[src/rtl/core/tpdt_pkg.sv]
// shared types and constants of the two-pass distance transform
// no dependencies; imported by every module of the block but tpdt_ram
package tpdt_pkg;

    localparam int DIST_W     = 8;
    localparam int PIX_W      = 8;
    localparam int COORD_W    = 8;
    localparam int CFG_DATA_W = 9;
    localparam int CFG_IDX_W  = 2;

    localparam int DEF_MAX_WIDTH  = 256;
    localparam int DEF_MAX_HEIGHT = 256;

    // reset value of both frame size registers
    localparam logic [CFG_DATA_W-1:0] DIM_RESET = 9'd256;

    localparam logic [DIST_W-1:0] DIST_SAT = 8'hFF;

    // register map of the configuration port
    typedef enum logic [CFG_IDX_W-1:0] {
        CFG_TARGET = 2'd0,
        CFG_EIGHT  = 2'd1,
        CFG_WIDTH  = 2'd2,
        CFG_HEIGHT = 2'd3
    } t_cfg_idx;

    // opcode of an input transaction
    localparam logic OP_LOAD = 1'b0;
    localparam logic OP_READ = 1'b1;

    // controller to datapath
    typedef struct packed {
        logic accept_load;
        logic accept_read;
        logic load_wr;
        logic read_out;
        logic bwd_rd1;
        logic bwd_rd2;
        logic bwd_wr;
    } t_cmd;

    // datapath to controller
    typedef struct packed {
        logic frame_end;
        logic out_free;
        logic bwd_last;
    } t_status;

endpackage

[src/rtl/core/tpdt_ctrl.sv]
// sequencing state machine of the distance transform
// depends on tpdt_pkg (command and status structs)
module tpdt_ctrl (
    input  logic              i_clk,
    input  logic              i_rst_n,
    input  logic              i_valid,
    input  logic              i_op,
    output logic              o_ready,
    output tpdt_pkg::t_cmd    o_cmd,
    input  tpdt_pkg::t_status i_status
);

    import tpdt_pkg::*;

    typedef enum logic [5:0] {
        ST_IDLE  = 6'b000001,
        ST_LOAD  = 6'b000010,
        ST_READ  = 6'b000100,
        ST_B_RD1 = 6'b001000,
        ST_B_RD2 = 6'b010000,
        ST_B_WR  = 6'b100000
    } t_state;

    t_state r_state;
    t_state n_state;
    logic   accept;

    assign o_ready = (r_state == ST_IDLE);
    assign accept  = i_valid & o_ready;

    always_comb begin
        o_cmd   = '0;
        n_state = r_state;
        case (r_state)
            ST_IDLE: begin
                if (accept) begin
                    if (i_op == OP_LOAD) begin
                        o_cmd.accept_load = 1'b1;
                        n_state           = ST_LOAD;
                    end else begin
                        o_cmd.accept_read = 1'b1;
                        n_state           = ST_READ;
                    end
                end
            end
            ST_LOAD: begin
                o_cmd.load_wr = 1'b1;
                n_state       = i_status.frame_end ? ST_B_RD1 : ST_IDLE;
            end
            ST_READ: begin
                // hold the read data until the output register has room
                if (i_status.out_free) begin
                    o_cmd.read_out = 1'b1;
                    n_state        = ST_IDLE;
                end
            end
            ST_B_RD1: begin
                o_cmd.bwd_rd1 = 1'b1;
                n_state       = ST_B_RD2;
            end
            ST_B_RD2: begin
                o_cmd.bwd_rd2 = 1'b1;
                n_state       = ST_B_WR;
            end
            ST_B_WR: begin
                o_cmd.bwd_wr = 1'b1;
                n_state      = i_status.bwd_last ? ST_IDLE : ST_B_RD1;
            end
            default: begin
                n_state = ST_IDLE;
            end
        endcase
    end

    always_ff @(posedge i_clk) begin
        if (!i_rst_n) begin
            r_state <= ST_IDLE;
        end else begin
            r_state <= n_state;
        end
    end

endmodule

[config.mk]
export PLATFORM = sky130hd
export DESIGN_NAME = tpdt_ctrl
export DESIGN_NICKNAME = d
export VERILOG_FILES = /design/src/rtl/core/tpdt_pkg.sv /design/src/rtl/core/tpdt_ctrl.sv
export SDC_FILE = /design/constraint.sdc
export NUM_CORES = 1
export LEC_CHECK = 0
export BUFFER_PORTS_ARGS = -buffer_cell sky130_fd_sc_hd__buf_2
export CAP_MARGIN = 20
export CORE_AREA = 2 2 39 41
export CTS_CLUSTER_SIZE = 24
export DETAILED_ROUTE_END_ITERATION = 8
export DIE_AREA = 0 0 41 43
export SETUP_SLACK_MARGIN = 0.1
export SYNTH_ARGS = -nofsm -noshare
export SYNTH_HDL_FRONTEND = slang
export SYNTH_SLANG_ARGS = --single-unit
[constraint.sdc]
create_clock -name i_clk -period 4.6 [get_ports i_clk]
set_clock_uncertainty 0.05 [all_clocks]
set_input_delay 0.92 -clock i_clk [delete_from_list [all_inputs] [get_ports i_clk]]
set_output_delay 0.92 -clock i_clk [all_outputs]
set_load 0.02 [all_outputs]
# ---- After elaboration in Yosys (flattened, before gate mapping)
# Cells that the tools add are included.
dict set report totals {
  inputBits 7
  wordCells 27
  reg_bits 6
  output_inout_bits 8
}
dict set report classes {
  n_eq_ne 8
  reduce_logical 1
  muxes 16
  bitwise_logic 1
}
# operator n
set op_table {}
lappend op_table {{case mux 6 bit (6 select lines)} 1}
lappend op_table {{2-to-1 mux 6 bit} 2}
lappend op_table {{2-to-1 mux 1 bit} 8}
lappend op_table {{2-to-1 mux 4 bit} 2}
lappend op_table {{== test 6 x 1 -> 1 bit, second input constant} 1}
lappend op_table {{== test 6 x 2 -> 1 bit, second input constant} 1}
lappend op_table {{== test 6 x 3 -> 1 bit, second input constant} 1}
lappend op_table {{== test 6 x 4 -> 1 bit, second input constant} 1}
lappend op_table {{== test 6 x 5 -> 1 bit, second input constant} 1}
lappend op_table {{== test 6 bit, second input constant} 1}
lappend op_table {{2-to-1 mux 2 bit} 2}
lappend op_table {{2-to-1 mux 3 bit} 1}
lappend op_table {{!= test 2 x 1 -> 1 bit, second input constant} 1}
lappend op_table {{!= test 2 bit, second input constant} 1}
lappend op_table {{AND reduction 2 bit} 1}
lappend op_table {{bitwise AND 1 bit} 1}

# ---- Depth between registers and ports, before layout
# Gate-level depths: netlist of the first run.
dict set report logic_depth {
  ltp_word 4
  ltp_mapped 6
  mapped_depth_nobuf 5
}

# ---- Worst setup path before layout of the first run
# OpenSTA, ideal clock, no wires.
dict set report synth_timing {
  path_type {input port to output port}
  startpoint {input port i_valid}
  endpoint {output port o_cmd[6] in the netlist's numbering}
  path_slack_ns 2.373
  required_ns 3.630
  arrival_time_ns 1.257
  path_stages 2
  path_buffers 0
  cell_sequence {nand2_1 nor2_1}
}
# item line
set synth_rtl {}
lappend synth_rtl {{start: declaration} tpdt_ctrl.sv:6} ;# input logic i_valid,
lappend synth_rtl {{end: declaration} tpdt_ctrl.sv:9} ;# output tpdt_pkg::t_cmd o_cmd,

==> results.md, run 1 <==
* Status: finished, final reports clean
* Largest net degree at the start of global routing at 10
* Logic pwr share at between 20% and 30%
* Worst setup startpoint: r_state[3]$_SDFFE_PN0P_
* Final ANT Viol Nets at 0
* Crit share post-route at 54.2%
* CP max stage delay at 0.57 ns
* Slowest CP cell: or4b_4
* CTS root buf: clkbuf_4
* Final wirelength at about 800 um
* R2r setup slk at slightly below 3 ns
* Achievable Freq at 0.401 GHz
* Hold Crit Start: r_state[4]$_SDFFE_PN0P_
* Post-cts repair resize count at 0
* Required @ worst endpoint at 3.63 ns
* CTS tree: yes
* Vias post-DR at 393
* Clock tree buffer depth at 2
* Psw at 0.0389 mW
* Vias in the first global route at around 320
* CP Class: flop to primary output
* Most flops, register: r_state
* Pre-antenna DRT Iters at 4
* Initial antenna violation count at 0
* Max-Slew Margin vs Limit at 77.1%
* Final RePlAce weighted congestion at 0.686
* First-pass GRT wire length at between 1 and 1.5 mm
* Vias/cell at ~5.2
* ANT cells at 0
* Worst hold path class: flop to flop
* Initial DRC Count at 6
* Die area at 1760 um^2
* H-Tree Depth at 1
* Skew-Pair Late Insertion Delay at 0.24 ns
* Max Cap Violations at 0
* Slew Viols, Final at 0
* Final min period at 2.49 ns
* Clk pwr share at 35.7%
* Rows at 14
* Initial core utilization at 27.8%
* Placed wire-length estimate at 645 um
* CP Buf/Inv Count at 1
* CP Depth at 3
* Post-synthesis sequential area ratio at 31.3%
* Setup-failing EPs final at 0
* Largest register FFs at 6
* Yosys warns at 0
* RSZ-0062 raised after global routing: no
* Core Region at ~1400 um^2
* Power density over cell area at about 280 nW/um^2
* Unique masters post-synth at 27
* Crit path max-delay family: simple AND/OR/NAND/NOR gates
* Syn nets at 51
* Syn_area_per_cell at around 8.7 um^2
* CP cell instances: or4b_4 -> nor3_2 -> buf_2
* Layout cells sized above 1 at 35.6%
* Reg2Reg Depth at 4
* IO Port Bufs at 14
* Syn Inst Count at 44
* VDD IR-drop max at 0.135 mV
* Part of the power in registers at 42.4%
* Hold-fix buffers, CTS at 0
* Int Power at 0.0955 mW
* Startpoint Class: flop
* Die Height at ~43 um
* Post-Syn Area at approximately 380 um^2
* WL per Instance at 10.7 um
* Synth Register Bits at 6
* Die X at 41 um
* Worst R2R Start: r_state[3]$_SDFFE_PN0P_
* Overall routing resource usage at 9.96%
* Critical Path Sink: o_cmd[4]
* GR Overflow Total at 0
* Number of instances in the placed design at 72
* Hold Violations, Final at 0
* Final TNS setup at 0 ns
* Sw frac at 28.9%
* Least-Margin Pin Slew at 0.342 ns
* CP Data Arrival Time at 1.52 ns
* Fin cells at 75
* Post-route DRC at 0
* # Post-CTS Setup Buffers at 0
* Endpoint class of the critical path: primary output
* Area Overhead vs Synth at 24.4%
* Nets at 68
* Worst Path Max Fanout at 9
* Largest registers: r_state: 6 flops
* Num Clock Sinks at 6
* Reg-to-reg critical path endpoint: r_state[0]$_SDFFE_PN1P_
* I/O pin total at 15
* Utilization after layout at 34.5%
* Reg clk slew, reported paths at approximately 0.040 ns
* Pleak at 0.223 nW
* CTS Buf Count at 3
## power by group through the flow
stage          combinational [mW]  clock, mW  sequential (mW)
4_1_cts                    0.0298     0.0495           0.0569
5_1_grt                    0.0325     0.0521           0.0572
2_1_floorplan              0.0200          0           0.0572
3_5_place_dp               0.0296          0           0.0579
3_3_place_gp               0.0295          0           0.0578
6_report                   0.0294     0.0480           0.0570
## stage by stage
stage | power [mW] | hold slack, ns | area (um^2) | worst slack (ns)
2_1_floorplan | 0.0773 | 0.466 | 384 | 2.37
6_report | 0.134 | 0.550 | 478 | 2.11
5_1_grt | 0.142 | 0.566 | 478 | 2.02
3_3_place_gp | 0.0873 | 0.537 | 455 | 2.28
3_5_place_dp | 0.0874 | 0.546 | 455 | 2.27
4_1_cts | 0.136 | 0.546 | 478 | 2.09
## cell usage in the layout, fill, tap and decap left out, types with 2 or more instances in the layout
cell       n
buf_2     14
dfxtp_1    6
nor2_1     5
inv_1      4
clkbuf_4   3
nand2_1    2
nor3_1     2
nor3b_1    2
nor3_2     2
o211ai_1   2
## per-layer routing
metal / wire length [um] / global-route usage [%] / vias up / part of all wire [%]
li1: - / - / 197 / -
met1: 393 / 13.9 / 183 / 49
met2: 351 / 13.8 / 13 / 44
met3: 55 / 1.57 / 0 / 6.9
met4: 0 / 6.00 / 0 / 0
met5: 0 / 0 / - / 0
## worst min-delay path by stage
stage	to	slack (ns)	cells after the start
2_1_floorplan	r_state[5]$_SDFFE_PN0P_	0.47	2
3_3_place_gp	r_state[5]$_SDFFE_PN0P_	0.54	2
3_5_place_dp	r_state[5]$_SDFFE_PN0P_	0.55	2
4_1_cts	r_state[5]$_SDFFE_PN0P_	0.55	2
5_1_grt	r_state[5]$_SDFFE_PN0P_	0.57	2
6_report	r_state[5]$_SDFFE_PN0P_	0.55	2
## tightest hold or removal path, cell delays in order (launching register included)
cell	delay (ns)
dfxtp_1	0.39
inv_1	0.11
nor4_1	0.05
## final cells by class
class                   count  area, um^2
clock buffers               3        22.5
fillers                   155         906
inverters                   4        15.0
multi-input cells          32         230
flip-flops and latches      6         120
well taps                  16        20.0
repair buffers             14        70.1
## synth_stat cells
cell type | count | share of area [%]
o21ai_0 | 1 | 1.3
buf_4 | 1 | 2.0
and3_1 | 1 | 1.6
o211ai_1 | 2 | 3.9
nand4b_1 | 1 | 2.3
nor2b_1 | 1 | 1.6
nor3_1 | 2 | 2.6
nor3_2 | 2 | 5.2
a22oi_1 | 1 | 2.0
o21a_1 | 1 | 2.0
and4_1 | 1 | 2.3
nor4_1 | 1 | 1.6
nand3_1 | 1 | 1.3
inv_1 | 4 | 3.9
xor2_1 | 1 | 2.3
a211oi_1 | 1 | 2.0
o221ai_1 | 1 | 2.3
dfxtp_1 | 6 | 31
and4b_1 | 1 | 2.6
a41o_1 | 1 | 2.6
nor2_1 | 5 | 4.9
a2bb2oi_1 | 1 | 2.3
buf_6 | 1 | 2.9
nor4b_2 | 1 | 3.9
or4b_4 | 1 | 3.6
nor3b_1 | 2 | 3.9
nand2_1 | 2 | 2.0
## cells by family (layout without fill, tap and decap cells)
group / Yosys count / in the layout / synth area share, %
AOI/OAI and AO/OA: 9 / 9 / 18.2
buffers and inverters: 6 / 21 / 8.79
and+or+nand+nor: 22 / 22 / 39.4
DFF: 6 / 6 / 31.3
xor gates and xnor gates: 1 / 1 / 2.28
(Power assumes the default switching activity.)
==> inputs of run 2 (changes only) <==
==> constraint.sdc (replaced) <==
create_clock -name i_clk -period 2.2 [get_ports i_clk]
set_clock_uncertainty 0.05 [all_clocks]
set_input_delay 0.44 -clock i_clk [delete_from_list [all_inputs] [get_ports i_clk]]
set_output_delay 0.44 -clock i_clk [all_outputs]
set_load 0.02 [all_outputs]
==> run 2 against run 1 <==
  * Cell area increased by 0.26%
  * Final cell count unchanged
  * Clock-buffer cell count unchanged
  * Global-route usage increased by 2.4 points
  * Via count unchanged
  * Setup slack got worse by 1.9 ns
  * Hold slack got worse by 0.21 ns
  * Critical endpoint unchanged
==> results.md, run 2 (synthesized netlist as in run 1, its figures left out) <==
* IO Port Bufs at 14 (unchanged)
* Status: finished, final reports clean
* Initial core utilization at 27.8% (unchanged)
* Commonest non-fill, non-tap cells in the layout: buf_2, nor2_1, dfxtp_1
* Fillers at 158 (+1.9%)
* Area Overhead vs Synth at 24.8%
* Vias in the first global route at 334 (+5.0%)
* Hold Violations, Final at 0 (unchanged)
* WL per Instance at 10.9 um (+2.4%)
* Die area at 1760 um^2 (unchanged)
* Reg2Reg Depth at 4 (unchanged)
* Post-cts repair resize count at 0 (unchanged)
* Initial DRC Count at 10 (+4)
* CP max stage delay at 0.57 ns (about the same)
* Endpoint class of the critical path: primary output
* Clock tree buffer depth at 2 (unchanged)
* Most common cell after layout, fill and taps aside: buf_2
* Slowest CP cell: or4b_4
* H-Tree Depth at 1 (unchanged)
* Core Region at 1380 um^2 (unchanged)
* Final RePlAce weighted congestion at 0.689 (+0.38%)
* Vias post-DR at 393 (unchanged)
* Final min period at between 2 and 2.5 ns
* GR peak layer: met2
* Most flops, register: r_state
* Hold Path Stages at 2 (unchanged)
* Die Height at 43 um (unchanged)
* CTS Buf Count at 3 (unchanged)
* Worst hold path class: primary input to flop
* Nets at 68 (unchanged)
* Final hold slack at 0.341 ns (-0.209 ns)
* Largest registers: r_state: 6 flops
* Layout cells sized above 1 at 37.3% (+1.7 points)
* Max-Slew Margin vs Limit at 76.1% (-1.0 points)
* Reg-to-reg critical path endpoint: r_state[0]$_SDFFE_PN1P_
* Vias/cell at 5.24 (unchanged)
* Largest net degree at the start of global routing at 10 (unchanged)
* RSZ-0062 raised after global routing: no
* CTS tree: yes
* Skew-Pair Late Insertion Delay at 0.24 ns (about the same)
* Required @ worst endpoint at 1.71 ns (-1.92 ns)
* Least-Margin Pin Slew at 0.357 ns (+0.0156 ns)
* Slew Viols, Final at 0 (unchanged)
* Worst R2R Start: r_state[5]$_SDFFE_PN0P_
* R2r setup slk at 0.52 ns (-2.39 ns)
* Reg clk slew, reported paths at 0.04 ns (about the same)
* CP cell instances: or4b_4 -> nor3_2 -> buf_2
* Hold Crit Start: i_op
* Fin cells at 75 (unchanged)
* First-pass GRT wire length at 1.40 mm (+15%)
* Pleak at 0.224 nW (+0.23%)
* Overall routing resource usage at 12.4% (+2.4 points)
* CP Class: flop to primary output
* VDD IR-drop max at 0.259 mV (+92%)
* Number of instances in the placed design at 72 (unchanged)
* Power density over cell area at 583 nW/um^2 (+110%)
* Pre-antenna DRT Iters at 4 (unchanged)
* Hold-fix buffers, CTS at 0 (unchanged)
* CP Data Arrival Time at 1.51 ns (about the same)
* I/O pin total at 15 (unchanged)
* Met3 Use GR at 3.14% (+1.6 points)
* Crit share post-route at 90.9%
* GR Overflow Total at 0 (unchanged)
* Num Clock Sinks at 6 (unchanged)
* # Post-CTS Setup Buffers at 0 (unchanged)
* Final ANT Viol Nets at 0 (unchanged)
* Rows at 14 (unchanged)
* Final TNS setup at 0 ns (unchanged)
* Min-Delay Endpoint: r_state[1]$_SDFFE_PN0P_
* Post-route DRC at 0 (unchanged)
* Tot Pwr at 0.279 mW (+110%)
* Achievable Freq at between 0.4 and 0.5 GHz
* Die X at 41 um (unchanged)
* Worst Path Max Fanout at 7 (-2)
* Met1 Use GR at 15.3% (+1.3 points)
* Startpoint Class: flop
* Largest register FFs at 6 (unchanged)
* Initial antenna violation count at 0 (unchanged)
* Setup-failing EPs final at 0 (unchanged)
* Crit path max-delay family: simple AND/OR/NAND/NOR gates
* Final wirelength at 820 um (+2.4%)
* ANT cells at 0 (unchanged)
* Max Cap Violations at 0 (unchanged)
* Placed wire-length estimate at 662 um (+2.7%)
* CTS root buf: clkbuf_4
* Met2 Use GR at 16.3% (+2.5 points)
* CP Buf/Inv Count at 1 (unchanged)
==> run 2: cell counts in the layout (fill, tap and decap cells not counted) <==
No cell type changed its count.
==> run 2: where the power goes <==
| group | internal [mW] | switching, mW | total, mW | leakage, nW |
|---|---|---|---|---|
| Clock | 0.0616 | 0.0378 | 0.0993 | 0.0138 |
| Sequential | 0.114 | 0.00537 | 0.119 | 0.0493 |
| Combinational | 0.0245 | 0.0367 | 0.0612 | 0.161 |
==> run 2: how the worst max path moves through the flow <==
stage / startpoint / endpoint / depth (start not counted)
after floorplan: r_state[3]$_SDFFE_PN0P_ / o_cmd[4] / 3
after global placement: r_state[3]$_SDFFE_PN0P_ / o_cmd[4] / 3
after detailed placement: r_state[3]$_SDFFE_PN0P_ / o_cmd[4] / 3
after CTS: r_state[3]$_SDFFE_PN0P_ / o_cmd[4] / 3
after global routing: r_state[5]$_SDFFE_PN0P_ / o_cmd[4] / 3
final: r_state[5]$_SDFFE_PN0P_ / o_cmd[4] / 3
==> run 2: through the flow <==
stage / instance area, um^2 / worst slack [ns] / utilization (%)
4_1_cts: 478 / 0.175 / 34.5
6_report: 479 / 0.199 / 34.6
5_1_grt: 479 / 0.117 / 34.6
3_5_place_dp: 455 / 0.440 / 32.9
2_1_floorplan: 384 / 0.456 / -
3_3_place_gp: 455 / 0.469 / 32.9
==> run 2: layer usage <==
layer  vias to the layer above  wire length (um)
met1                       176               382
met3                         4                58
met2                        15               343
li1                        198                 -
met4                         0                36
met5                         -                 0
==> run 2: final cells by class <==
class | instances | area, um^2 | area share (%)
Clock buffer | 3 | 22.5 | 4.70
Inverter | 4 | 15.0 | 3.13
Multi-Input combinational cell | 32 | 230 | 48.0
Sequential cell | 6 | 121 | 25.3
Tap cell | 16 | 20.0 | 4.18
Timing Repair Buffer | 14 | 70.1 | 14.6
